**config.mk**
```make
export PLATFORM = sky130hd
export DESIGN_NAME = tcce_ctrl
export DESIGN_NICKNAME = d
export VERILOG_FILES = /design/src/hw/rtl/tcce_pkg.sv /design/src/hw/rtl/tcce_ctrl.sv
export SDC_FILE = /design/constraint.sdc
export NUM_CORES = 1
export LEC_CHECK = 0
export BUFFER_PORTS_ARGS = -buffer_cell sky130_fd_sc_hd__buf_2
export CAP_MARGIN = 15
export CORE_AREA = 2 2 39 41
export DETAILED_ROUTE_END_ITERATION = 16
export DIE_AREA = 0 0 41 43
export PLACE_DENSITY = 0.67
export SETUP_SLACK_MARGIN = 0.3
export SLEW_MARGIN = 20
export SYNTH_ARGS = -nofsm -noshare
export SYNTH_HDL_FRONTEND = slang
export SYNTH_SLANG_ARGS = --single-unit
```
**constraint.sdc**
```tcl
create_clock -name clock -period 1.8 [get_ports clock]
set_input_delay 0.09 -clock clock [delete_from_list [all_inputs] [get_ports clock]]
set_output_delay 0.09 -clock clock [all_outputs]
set_load 0.005 [all_outputs]
```
**src/hw/rtl/tcce_pkg.sv**
```systemverilog
// shared types, codes and defaults for the text console character engine
package tcce_pkg;

   localparam int DEF_COLUMNS = 80;
   localparam int DEF_ROWS    = 25;

   // command codes
   localparam logic [2:0] MODE_PUT    = 3'd0;
   localparam logic [2:0] MODE_CLEAR  = 3'd1;
   localparam logic [2:0] MODE_UP     = 3'd2;
   localparam logic [2:0] MODE_DOWN   = 3'd3;
   localparam logic [2:0] MODE_SET    = 3'd4;
   localparam logic [2:0] MODE_READ   = 3'd5;

   // control characters
   localparam logic [7:0] CH_BS    = 8'h08;
   localparam logic [7:0] CH_TAB   = 8'h09;
   localparam logic [7:0] CH_LF    = 8'h0A;
   localparam logic [7:0] CH_CR    = 8'h0D;
   localparam logic [7:0] CH_SPACE = 8'h20;
   localparam logic [7:0] CH_LAST  = 8'h7F;

   // register indexes
   localparam logic [1:0] CSR_ATTR   = 2'd0;
   localparam logic [1:0] CSR_SCROLL = 2'd1;
   localparam logic [1:0] CSR_CURSOR = 2'd2;

   localparam logic [7:0]  RESET_ATTR = 8'h07;
   localparam logic [15:0] RESET_CELL = 16'h0720;

   typedef enum logic [1:0] {
      WALK_FILL = 2'd0,
      WALK_UP   = 2'd1,
      WALK_DOWN = 2'd2
   } walk_kind_type;

   typedef struct packed {
      logic [2:0] mode;
      logic [7:0] char_code;
      logic [7:0] target_col;
      logic [7:0] target_row;
   } req_type;

   typedef struct packed {
      logic [6:0]  cursor_col;
      logic [4:0]  cursor_row;
      logic        cursor_update;
      logic [10:0] cursor_linear;
      logic [15:0] cell_value;
   } rsp_type;

   typedef struct packed {
      logic          load_req;
      logic          walk_start;
      walk_kind_type walk_kind;
      logic          walk_init;
      logic          walk_step;
      logic          put_exec;
      logic          lin_load;
      logic          rd_issue;
   } cmd_type;

   typedef struct packed {
      logic walk_last;
      logic put_scroll;
   } sts_type;

endpackage

```
**src/hw/rtl/tcce_ctrl.sv**
```systemverilog
// sequencer for the text console engine: dispatch, cell walks and result strobe
module tcce_ctrl import tcce_pkg::*; (
   input  logic       clock,
   input  logic       reset,
   input  logic       start,
   input  logic [2:0] req_mode,
   input  sts_type    sts,
   output cmd_type    cmd,
   output logic       busy,
   output logic       rsp_valid
);

   typedef enum logic [5:0] {
      S_START = 6'b000001,
      S_IDLE  = 6'b000010,
      S_PUT   = 6'b000100,
      S_WALK  = 6'b001000,
      S_LIN   = 6'b010000,
      S_READ  = 6'b100000
   } state_type;

   state_type state_ff, state_in;
   logic      init_ff, init_in;
   logic      rsp_vld_ff, rsp_vld_in;

   always_comb begin
      state_in   = state_ff;
      init_in    = init_ff;
      rsp_vld_in = 1'b0;
      cmd        = '0;
      cmd.walk_kind = WALK_FILL;
      case (state_ff)
         S_START: begin
            // power-up clearing pass
            cmd.walk_start = 1'b1;
            cmd.walk_kind  = WALK_FILL;
            cmd.walk_init  = 1'b1;
            state_in       = S_WALK;
         end
         S_IDLE: begin
            if (start) begin
               cmd.load_req = 1'b1;
               case (req_mode)
                  MODE_PUT: state_in = S_PUT;
                  MODE_CLEAR: begin
                     cmd.walk_start = 1'b1;
                     cmd.walk_kind  = WALK_FILL;
                     state_in       = S_WALK;
                  end
                  MODE_UP: begin
                     cmd.walk_start = 1'b1;
                     cmd.walk_kind  = WALK_UP;
                     state_in       = S_WALK;
                  end
                  MODE_DOWN: begin
                     cmd.walk_start = 1'b1;
                     cmd.walk_kind  = WALK_DOWN;
                     state_in       = S_WALK;
                  end
                  MODE_READ: state_in = S_READ;
                  default:   state_in = S_LIN;
               endcase
            end
         end
         S_PUT: begin
            cmd.put_exec = 1'b1;
            if (sts.put_scroll) begin
               cmd.walk_start = 1'b1;
               cmd.walk_kind  = WALK_UP;
               state_in       = S_WALK;
            end else begin
               state_in = S_LIN;
            end
         end
         S_WALK: begin
            cmd.walk_step = 1'b1;
            if (sts.walk_last) begin
               if (init_ff) begin
                  init_in  = 1'b0;
                  state_in = S_IDLE;
               end else begin
                  state_in = S_LIN;
               end
            end
         end
         S_LIN: begin
            cmd.lin_load = 1'b1;
            rsp_vld_in   = 1'b1;
            state_in     = S_IDLE;
         end
         S_READ: begin
            cmd.rd_issue = 1'b1;
            rsp_vld_in   = 1'b1;
            state_in     = S_IDLE;
         end
         default: state_in = S_IDLE;
      endcase
   end

   always_ff @(posedge clock) begin
      if (reset) begin
         state_ff   <= S_START;
         init_ff    <= 1'b1;
         rsp_vld_ff <= 1'b0;
      end else begin
         state_ff   <= state_in;
         init_ff    <= init_in;
         rsp_vld_ff <= rsp_vld_in;
      end
   end

   assign busy      = (state_ff != S_IDLE);
   assign rsp_valid = rsp_vld_ff;

endmodule

```
* Yosys cells after proc, flatten, opt, wreduce, memory -nomap -nowiden
Cells that the tools add are included. Widths: inputs -> output; s select.
Operators by class: equal/unequal tests 13, reduce and logical (&&, ||, !) cells 5, multiplexer cells 17
Operator list (count):
- $pmux 6 s4 | 1
- $pmux 3 s3 | 2
- $pmux 6 s3 | 1
- $mux 6 | 2
- $mux 5 | 2
- $mux 1 | 7
- $eq 3x2->1 const B | 2
- $eq 6x1->1 const B | 1
- $eq 6x2->1 const B | 1
- $eq 6x3->1 const B | 1
- $eq 6x4->1 const B | 1
- $eq 6x5->1 const B | 1
- $eq 6x6->1 const B | 1
- $ne 6x2->1 const B | 1
- $mux 4 | 1
- $ne 2x2->1 const B | 2
- $reduce_and 2->1 | 2
- $eq 3x1->1 const B | 1
- $eq 3x3->1 const B | 1
- $logic_not 3->1 | 1
- $mux 3 | 1
- $reduce_or 3->1 | 1
- $reduce_or 2->1 | 1
Word-level totals: output and inout bits 11, logic and storage cells 38, input port bits 8, register bits after elaboration 8

* Depth between registers and ports, before layout
Gate-level depths: netlist of run 1.
depth after elaboration 5, gate-level depth with buffers 4, depth with buffers taken out 4

* Worst setup path before layout of run 1
Ideal clock, no wire load.
kind register to register, from reg state_ff[5], to reg state_ff[3], arrival 1.445 ns, cell stages (with the launch flop) 4, path slack 0.281 ns, period minus slack after synthesis 1.519 ns, cell sequence dfxtp_1 -> or4_1 -> or3_1 -> a31oi_2
Between the ends: cells in the longest elaborated chain, start to end 3, elaborated cells on any way between the ends 8
Ends and longest elaborated chain:
- start, declared | RTL line tcce_ctrl.sv:22 | state_type state_ff, state_in;
- start signal, assigned | RTL line tcce_ctrl.sv:106 | state_ff <= state_in;
- $eq 6x4->1 / $eq 6x2->1 (equally long branches) | RTL line tcce_ctrl.sv:32 | case (state_ff)
- $ne 2x2->1 (no line)
- $reduce_and 2->1 (no line)
Several ways; a longest one is shown, not always the timed one. A chain may end at the register's enable or synchronous reset.

==> impl_metrics.csv, run 1 <==
group,metric,value,unit
logic_synthesis,yosysTopAreaCell,"dfxtp_1",
die,rows,14,
finish,final_area,788,um^2
grt,grt_pass1_vias,518,
finish,nets,97,
sta,hold_viol,0,
logic_synthesis,synthSimpleGateAreaFrac,43.7,%
critical_path,regToRegSetupSlack,100,ps
sta,fin_crit,1890,ps
logic_synthesis,synth-edff-count,0,
clock_network,root_buffer,"clkbuf_4",
logic_synthesis,synthCells,56,
sta,worst_slew_pin_slew,310,ps
logic_synthesis,syn_area,487,um^2
drt,detail_route.wl_per_cell,14.7,um
pwr,vdd_drop_max,338,uV
sta,setup_slack,-94.4,ps
finish,diodes,0,
grt,grt_usage,19.5,%
grt,grt_first_pass_wirelength,2240,um
drt,avgViaCountPerCell,5.44,
finish,final_util,57.0,%
logic_synthesis,synth_top_cells_by_count,"8 x dfxtp_1, 5 x nand2_1, 4 x nand2b_1, 4 x nor3_1, 4 x nor3b_1",
critical_path,cp_data_required_time,1710,ps
logic_synthesis,synth_area_leaders,"dfxtp_1 33%, nor3b_1 6.2%, nand2b_1 5.1%",
logic_synthesis,ys_seq_area_share,32.9,%
grt,grt_max_degree,9,
placed_design,port_buffers,18,
pwr,power,485,uW
logic_synthesis,yosysMostFrequentCell,"dfxtp_1",
pwr,combPwrFrac,31.0,%
pwr,p_leak,0.333,nW
drt,drt-total-wl,1520,um
sta,post-route-period-util,105,%
sta,skew,1.90,ps
hold_path,hp-class,"input pin to register",
critical_path,start_kind,"register",
logic_synthesis,postSynthAreaPerCell,8.69,um^2
pwr,pwr-share-seq,40.2,%
critical_path,path_class,"register to output port",
critical_path,crit_arrival,1800,ps
critical_path,r2r_start,"state_ff[4]",
die,coreArea,1380,um^2
grt,antenna_found_initial,0,
clock_network,clk_pin_slew,50,ps
die,die_w,41,um
die,start_util,35.2,%
die,pin_count,19,
logic_synthesis,synth_compound_area_share,16.7,%
critical_path,worstPathMaxFanout,4,
placed_design,dp_slack,88.7,ps
critical_path,rr_endpoint,"state_ff[4]",
critical_path,endpoint,"cmd[5]",
finish,area.growth.synth_to_final,62.0,%
clock_network,cts_tree,"yes",
logic_synthesis,synth_top_family_by_area,"simple AND/OR/NAND/NOR gates",
logic_synthesis,synthXorXnorAreaFrac,3.60,%
sta,max_freq,528,MHz
sta,rsz0062_at_grt,"true",
drt,drt_iter0_drc,2,
logic_synthesis,synth_nets,64,
clock_network,cts.sink_count,8,
clock_network,numCtsBuffers,3,
pwr,swShare,31.2,%
clock_network,clock_path_buffers,2,
logic_synthesis,synth_top_area_share,32.9,%
pwr,clkPwrFrac,28.8,%
pwr,internal_power,333,uW
critical_path,crit_path_end_kind,"output port",
drt,vias,560,
logic_synthesis,async_flop_share,0,%
pwr,p_switching,151,uW
logic_synthesis,synthFlopType,"dfxtp_1",
finish,layout-drive-gt1-share,62.1,%
job,drv_cap,0,
grt,gr-total-overflow,0,
logic_synthesis,ys_types,30,
logic_synthesis,yosysWarnings,0,
drt,ant_nets,0,
clock_network,clk_latency,260,ps
logic_synthesis,synthMuxAreaShare,0,%
sta,setup_viol,3,
die,dieArea,1760,um^2
critical_path,cp-startpoint,"state_ff[2]",
placed_design,hpwl,880,um
logic_synthesis,synthAdderAreaFrac,0,%
sta,hold_slack,53.6,ps
pwr,powerDensity,615,nW/um^2
critical_path,reg2reg_depth,6,
placed_design,post_dp_cell_area,603,um^2
drt,drc,0,
run_status,status,"finished, violations left",
run_status,violations,"negative setup slack",
sta,slew_headroom,79.2,%
clock_network,cts_max_level,1,
placed_design,gp_congestion,0.800,
die,die_y,43,um
drt,dr.pass1.iters,4,
sta,drv_slew,0,
logic_synthesis,synth-seq-cells,8,
[routing by layer]
metal	wire, um	global-route usage (%)	part of all wire (%)	up-vias
met3	100	7.33	6.6	6
met1	569	19.7	37	253
li1	-	-	-	274
met4	56	12.0	3.7	0
met5	0	0	0	-
met2	792	31.6	52	27
[flip-flops by register name, summed over array words and instances, names as in the netlist]
| signal | cells |
|---|---|
| state_ff | 6 |
| init_ff | 1 |
| rsp_valid | 1 |
[placed cells by master (no fill, tap or decap), types with 2 or more instances in the layout]
cell type / netlist / layout
and3_1: 2 / 2
buf_2: 0 / 18
buf_4: 0 / 10
buf_6: 0 / 2
clkbuf_4: 0 / 3
dfxtp_1: 8 / 4
dfxtp_4: 0 / 4
inv_1: 2 / 2
nand2_1: 5 / 5
nand2b_1: 4 / 4
nor2_4: 1 / 3
nor3_1: 4 / 4
nor3b_2: 0 / 2
or4_4: 1 / 3
[final cells by class]
class                      instances  area [um^2]
multi-input combinational         44          375
sequential                         8          175
clock buffer                       3         22.5
timing repair buffer              30          188
fill                             127          596
tap                               16         20.0
inverter                           2         7.51
[power by group through the flow]
stage,clock network [mW],registers [mW],logic [mW]
final,0.140,0.195,0.150
after global routing,0.156,0.195,0.161
after CTS,0.143,0.193,0.134
after detailed placement,0,0.201,0.0964
after global placement,0,0.201,0.0952
after floorplan,0,0.198,0.0642
[worst min-delay path by stage]
stage,startpoint,endpoint,slack [ps],depth (start not counted)
2_1_floorplan,req_mode[0],state_ff[2],160,1
3_3_place_gp,reset,state_ff[0],330,1
3_5_place_dp,reset,state_ff[0],330,1
4_1_cts,reset,state_ff[0],40,1
5_1_grt,reset,state_ff[0],50,1
6_report,reset,state_ff[0],50,1
[repair_timing]
item / in CTS / in global routing
setup buffers: 6 / 5
pin swaps: 10 / 5
endpoints found under the setup margin: 14 / 15
hold buffers: 0 / 0
hold endpoints to repair: 0 / 0
resized for setup: 14 / 7
[worst max-delay path, stage by stage, from the launching register on]
cell	delay [ps]
dfxtp_1	310
or4_4	550
nor4_4	310
nand2_1	100
o21ai_1	140
buf_2	130
[logic make-up (layout without fill, tap and decap cells)]
kind of cell | after synthesis | count (layout)
flip-flops | 8 | 8
AND/OR/NAND/NOR | 31 | 31
buffers and inverters | 4 | 35
XOR/XNOR | 2 | 2
AO/OA/AOI/OAI | 11 | 11
[stage by stage]
step,cells,setup TNS [ps]
2_1_floorplan,56,0
3_3_place_gp,89,0
3_5_place_dp,89,0
4_1_cts,98,-366
5_1_grt,103,-489
6_report,103,-193
Note: power is estimated with default switching activity, not from simulation.
==> run 2, diff against run 1 <==
--- a/config.mk
+++ b/config.mk
@@ -7,10 +7,11 @@
 export LEC_CHECK = 0
 export BUFFER_PORTS_ARGS = -buffer_cell sky130_fd_sc_hd__buf_2
 export CAP_MARGIN = 15
-export CORE_AREA = 2 2 39 41
+export CELL_PAD_IN_SITES_DETAIL_PLACEMENT = 1
+export CELL_PAD_IN_SITES_GLOBAL_PLACEMENT = 2
+export CORE_UTILIZATION = 25
 export DETAILED_ROUTE_END_ITERATION = 16
-export DIE_AREA = 0 0 41 43
-export PLACE_DENSITY = 0.67
+export PLACE_DENSITY = 0.78
 export SETUP_SLACK_MARGIN = 0.3
 export SLEW_MARGIN = 20
 export SYNTH_ARGS = -nofsm -noshare
==> impl_metrics.csv, run 2 (synthesis results as in run 1) <==
group,metric,value,unit
job,drv_cap,0,
hold_path,min-delay-start,"reset",
sta,hold_viol,0,
hold_path,holdPathStages,1,
clock_network,clk_pin_slew,50,ps
run_status,status,"finished, violations left",
finish,largest-register,"state_ff",
sta,rsz0062_at_grt,"true",
grt,grt_first_pass_wirelength,2230,um
drt,vias,533,
drt,drc,0,
grt,antenna_found_initial,0,
finish,diodes,0,
run_status,violations,"negative setup slack",
critical_path,regToRegSetupSlack,40,ps
clock_network,clock_path_buffers,2,
finish,area.growth.synth_to_final,51.2,%
grt,gr-total-overflow,0,
pwr,p_leak,0.301,nW
sta,slew_headroom,75.9,%
finish,final_util,41.3,%
drt,ant_nets,0,
clock_network,holdBufCountCts,0,
grt,grt_util_met3,4.31,%
critical_path,crit_arrival,1760,ps
pwr,swShare,30.5,%
finish,nets,93,
critical_path,worstPathMaxFanout,4,
die,dieArea,2130,um^2
pwr,powerDensity,637,nW/um^2
hold_path,hp-class,"input pin to register",
critical_path,cp_data_required_time,1710,ps
clock_network,numCtsBuffers,3,
sta,post-route-period-util,103,%
critical_path,cp-startpoint,"state_ff[4]",
placed_design,port_buffers,18,
drt,drt_iter0_drc,4,
pwr,internal_power,326,uW
clock_network,cts_tree,"yes",
sta,setup_slack,-53.5,ps
grt,met2_usage,24.2,%
finish,final_area,736,um^2
critical_path,path_class,"register to output port",
finish,largest_register_ffs,6,
grt,grt_pass1_vias,502,
die,rows,15,
pwr,p_switching,143,uW
drt,detail_route.wl_per_cell,13.6,um
clock_network,root_buffer,"clkbuf_4",
clock_network,cts.sink_count,8,
pwr,vdd_drop_max,331,uV
pwr,pwr-share-seq,42.2,%
placed_design,dp_slack,153,ps
finish,fillerInstances,221,
sta,worst_slew_pin_slew,358,ps
grt,grtUsageMet1,18.8,%
drt,drt-total-wl,1470,um
sta,setup_viol,3,
die,start_util,27.3,%
finish,stdcell_count,108,
drt,dr.pass1.iters,3,
die,die_y,46.1,um
grt,grt.busiest_layer,"met2",
grt,grt_max_degree,9,
placed_design,hpwl,1010,um
critical_path,r2r_start,"state_ff[4]",
clock_network,cts_max_level,1,
sta,max_freq,540,MHz
critical_path,cp_slowest_stage_delay,540,ps
critical_path,crit_slowest_cell,"or4_4",
critical_path,crit_path_end_kind,"output port",
die,die_w,46.1,um
die,pin_count,19,
finish,layout-drive-gt1-share,50.6,%
placed_design,dp_cells,98,
critical_path,start_kind,"register",
critical_path,crit_chain,"or4_4 > nor4_4 > nand2_1 > o21ai_1 > buf_2",
placed_design,gp_congestion,0.695,
clock_network,clk_latency,250,ps
finish,layout_commonest_cell,"buf_2",
sta,drv_slew,0,
critical_path,reg2reg_depth,6,
drt,avgViaCountPerCell,4.94,
pwr,combPwrFrac,28.1,%
die,coreArea,1780,um^2
sta,fin_crit,1850,ps
sta,skew,0.662,ps
pwr,clkPwrFrac,29.6,%
grt,grt_usage,15.1,%
placed_design,post_dp_cell_area,614,um^2
finish,layout_common_cells,"18 x buf_2, 6 x dfxtp_1, 5 x nand2_1, 5 x buf_4",
sta,fin_setup_tns,-132,ps
## run 2: cell count changes in the layout (fill, tap and decap cells not counted), moves of 2 or more
cell / previous run / this run
dfxtp_1: 4 / 6
nor3b_1: 1 / 3
dfxtp_4: 4 / 1
buf_4: 10 / 5
## run 2: layout make-up
cell class	instances	area, um^2	area share [%]
clock buffers	3	22.5	3.06
multi-input cells	44	348	47.3
flip-flops and latches	8	165	22.4
well taps	25	31.3	4.25
repair buffers	26	161	21.9
inverters	2	7.51	1.02
## run 2: power groups by stage
| stage | clock [mW] | sequential [mW] | combinational, mW |
|---|---|---|---|
| after floorplan | 0 | 0.198 | 0.0642 |
| after global routing | 0.153 | 0.200 | 0.143 |
| final | 0.139 | 0.198 | 0.132 |
| after global placement | 0 | 0.202 | 0.0974 |
| after detailed placement | 0 | 0.202 | 0.0978 |
| after CTS | 0.147 | 0.196 | 0.117 |
## run 2: layer usage
metal / routed length (um) / share of wire (%)
met1: 643 / 44
met3: 41 / 2.8
met2: 784 / 53
met4: 0 / 0
met5: 0 / 0
## run 2: timing repair
| item | 4_1_cts | 5_1_grt |
|---|---|---|
| pin swaps | 10 | 4 |
| gates resized for setup | 8 | 3 |
| endpoints found under the setup margin | 15 | 15 |
| setup buffers | 5 | 2 |
| gates cloned | 0 | 0 |
## run 2: worst max-delay path, delay by kind of cell, from the launching register on
kind / cells / cell delay [ps]
compound gates: 1 / 110
buf+inv: 1 / 120
flops: 1 / 340
simple gates: 3 / 940
## run 2: worst paths after layout
| check | to |
|---|---|
| setup / recovery | cmd[5] |
| hold / removal | state_ff[0] |
| setup reg to reg | state_ff[3] |
| hold reg to reg | init_ff |
## run 2: through the flow
stage | total power [mW] | hold slack [ps]
floorplan | 0.263 | 161
global placement | 0.300 | 335
detailed placement | 0.300 | 332
CTS | 0.461 | 66.6
global route | 0.495 | 75.7
finish | 0.469 | 80.6
==> run 3, diff against run 2 <==
--- a/config.mk
+++ b/config.mk
@@ -5,13 +5,16 @@
 export SDC_FILE = /design/constraint.sdc
 export NUM_CORES = 1
 export LEC_CHECK = 0
+export ABC_AREA = 1
 export BUFFER_PORTS_ARGS = -buffer_cell sky130_fd_sc_hd__buf_2
 export CAP_MARGIN = 15
 export CELL_PAD_IN_SITES_DETAIL_PLACEMENT = 1
 export CELL_PAD_IN_SITES_GLOBAL_PLACEMENT = 2
-export CORE_UTILIZATION = 25
+export CORE_MARGIN = 5
+export CORE_UTILIZATION = 23
+export CTS_CLUSTER_SIZE = 40
 export DETAILED_ROUTE_END_ITERATION = 16
-export PLACE_DENSITY = 0.78
+export PLACE_DENSITY = 0.77
 export SETUP_SLACK_MARGIN = 0.3
 export SLEW_MARGIN = 20
 export SYNTH_ARGS = -nofsm -noshare
==> impl_metrics.csv, run 3 <==
group,metric,value,unit
logic_synthesis,yosysTopAreaCell,"dfxtp_1",
critical_path,crit_arrival,1320,ps
die,coreArea,2250,um^2
finish,area.growth.synth_to_final,35.4,%
logic_synthesis,synth_area_leaders,"dfxtp_1 29%, inv_1 12%, nand2_1 10%",
clock_network,cts_max_level,1,
grt,grt_max_degree,9,
critical_path,crit_path_end_kind,"output port",
critical_path,r2r_start,"state_ff[1]",
sta,drv_slew,0,
drt,drt_iter0_drc,8,
sta,fin_setup_tns,0,ps
critical_path,crit_slowest_cell,"dfxtp_1",
clock_network,cts_tree,"yes",
logic_synthesis,async_flop_share,0,%
pwr,combPwrFrac,29.9,%
grt,grt_usage,9.67,%
clock_network,clk_pin_slew,60,ps
sta,max_freq,709,MHz
die,die_w,59.0,um
clock_network,cts.sink_count,8,
logic_synthesis,synth_top_area_share,29.0,%
die,start_util,24.5,%
drt,ant_nets,0,
job,drv_cap,0,
logic_synthesis,yosysWarnings,0,
pwr,p_leak,0.402,nW
critical_path,crit_chain,"nor2_4 > nand2_2 > nor2_4 > nand2_2 > o31ai_2 > buf_2",
pwr,p_switching,153,uW
logic_synthesis,synth_top_cells_by_count,"18 x inv_1, 15 x nand2_1, 12 x nor2_1, 8 x dfxtp_1",
hold_path,min-delay-start,"reset",
critical_path,reg2reg_depth,10,
logic_synthesis,synth_nets,95,
grt,gr-total-overflow,0,
pwr,powerDensity,636,nW/um^2
clock_network,clk_latency,250,ps
die,rows,17,
clock_network,clock_path_buffers,2,
pwr,internal_power,323,uW
finish,layout_common_cells,"18 x inv_1, 18 x buf_2, 15 x nand2_1",
logic_synthesis,synth-edff-count,0,
die,pin_count,19,
critical_path,start_kind,"register",
drt,drt-total-wl,1620,um
sta,setup_viol,0,
hold_path,hp-class,"input pin to register",
critical_path,path_class,"register to output port",
drt,vias,609,
sta,setup_slack,389,ps
sta,fin_crit,1410,ps
finish,largest_register_ffs,6,
sta,skew,7.66,ps
logic_synthesis,synthCells,87,
drt,detail_route.wl_per_cell,11.6,um
placed_design,hpwl,1270,um
logic_synthesis,synthFlopType,"dfxtp_1",
logic_synthesis,syn_area,552,um^2
placed_design,port_buffers,18,
grt,grt_first_pass_wirelength,2560,um
grt,antenna_found_initial,0,
clock_network,root_buffer,"clkbuf_4",
logic_synthesis,postSynthAreaPerCell,6.34,um^2
finish,layout-drive-gt1-share,39.3,%
critical_path,rr_endpoint,"state_ff[1]",
sta,rsz0062_at_grt,"true",
placed_design,gp_congestion,0.718,
sta,hold_slack,56.3,ps
critical_path,worstPathMaxFanout,3,
grt,grt_pass1_vias,604,
critical_path,cp-startpoint,"state_ff[2]",
critical_path,regToRegSetupSlack,520,ps
run_status,status,"finished, final reports clean",
finish,nets,122,
logic_synthesis,ys_seq_area_share,29.0,%
logic_synthesis,synth-seq-cells,8,
drt,avgViaCountPerCell,4.35,
die,die_y,59.0,um
logic_synthesis,ys_types,18,
drt,dr.pass1.iters,4,
pwr,pwr-share-seq,41.7,%
critical_path,cp_data_required_time,1710,ps
placed_design,dp_slack,513,ps
sta,worst_slew_pin_slew,241,ps
die,dieArea,3480,um^2
drt,drc,0,
pwr,vdd_drop_max,336,uV
pwr,power,475,uW
finish,largest-register,"state_ff",
critical_path,cp_slowest_stage_delay,350,ps
finish,diodes,0,
sta,slew_headroom,83.8,%
logic_synthesis,yosysMostFrequentCell,"inv_1",
clock_network,numCtsBuffers,3,
hold_path,holdPathStages,1,
sta,post-route-period-util,78.4,%
pwr,clkPwrFrac,28.4,%
clock_network,holdBufCountCts,0,
pwr,swShare,32.1,%
sta,hold_viol,0,
hold_path,worst_hold_path.endpoint,"state_ff[0]",
## run 3: kinds of logic (layout without fill, tap and decap cells)
logic type / Yosys count / count (layout) / share of synthesized area [%]
flops: 8 / 8 / 29.0
buf+inv: 21 / 46 / 14.3
simple gates: 54 / 54 / 51.7
compound gates: 4 / 4 / 4.99
## run 3: what timing repair did
item	4_1_cts	5_1_grt
gates resized for setup	0	4
setup endpoints to repair	2	3
buffers inserted	2	4
pin swaps	1	4
## run 3: layout make-up
class                   instances  area, um^2
fillers                       318        1510
multi-input cells              58         320
flip-flops and latches          8         163
repair buffers                 24         135
inverters                      19        71.3
well taps                      28        35.0
clock buffers                   3        22.5
## run 3: through the flow
step                instances  util [%]  cell area, um^2
floorplan                  87         -              552
global placement          131      29.7              669
detailed placement        131      29.7              669
CTS                       136      31.4              707
global route              140      33.1              747
finish                    140      33.1              747
## run 3: worst max-delay path, delay by kind of cell (launching register included)
kind	cells	cell delay, ps
AO/OA/AOI/OAI	1	180
buffers and inverters	1	150
AND/OR/NAND/NOR	4	390
flip-flops	1	350
## run 3: worst max-delay path by stage
| stage | to | slack, ps | cells past startpoint |
|---|---|---|---|
| floorplan | cmd[5] | 750 | 5 |
| global placement | cmd[5] | 600 | 6 |
| detailed placement | cmd[5] | 510 | 6 |
| CTS | cmd[5] | 300 | 6 |
| global route | cmd[5] | 270 | 6 |
| finish | cmd[5] | 390 | 6 |
## run 3: power by group through the flow
| stage | clock, mW | combinational [mW] | sequential [mW] |
|---|---|---|---|
| 5_1_grt | 0.150 | 0.159 | 0.199 |
| 3_3_place_gp | 0 | 0.119 | 0.200 |
| 6_report | 0.135 | 0.142 | 0.198 |
| 2_1_floorplan | 0 | 0.0795 | 0.197 |
| 3_5_place_dp | 0 | 0.121 | 0.199 |
| 4_1_cts | 0.144 | 0.128 | 0.196 |
## run 3: per-layer routing
| metal | GRT usage (%) | part of all wire (%) |
|---|---|---|
| met1 | 11.8 | 45 |
| met2 | 16.4 | 51 |
| met3 | 1.31 | 2.8 |
| met4 | 4.85 | 0.80 |
| met5 | 0 | 0 |
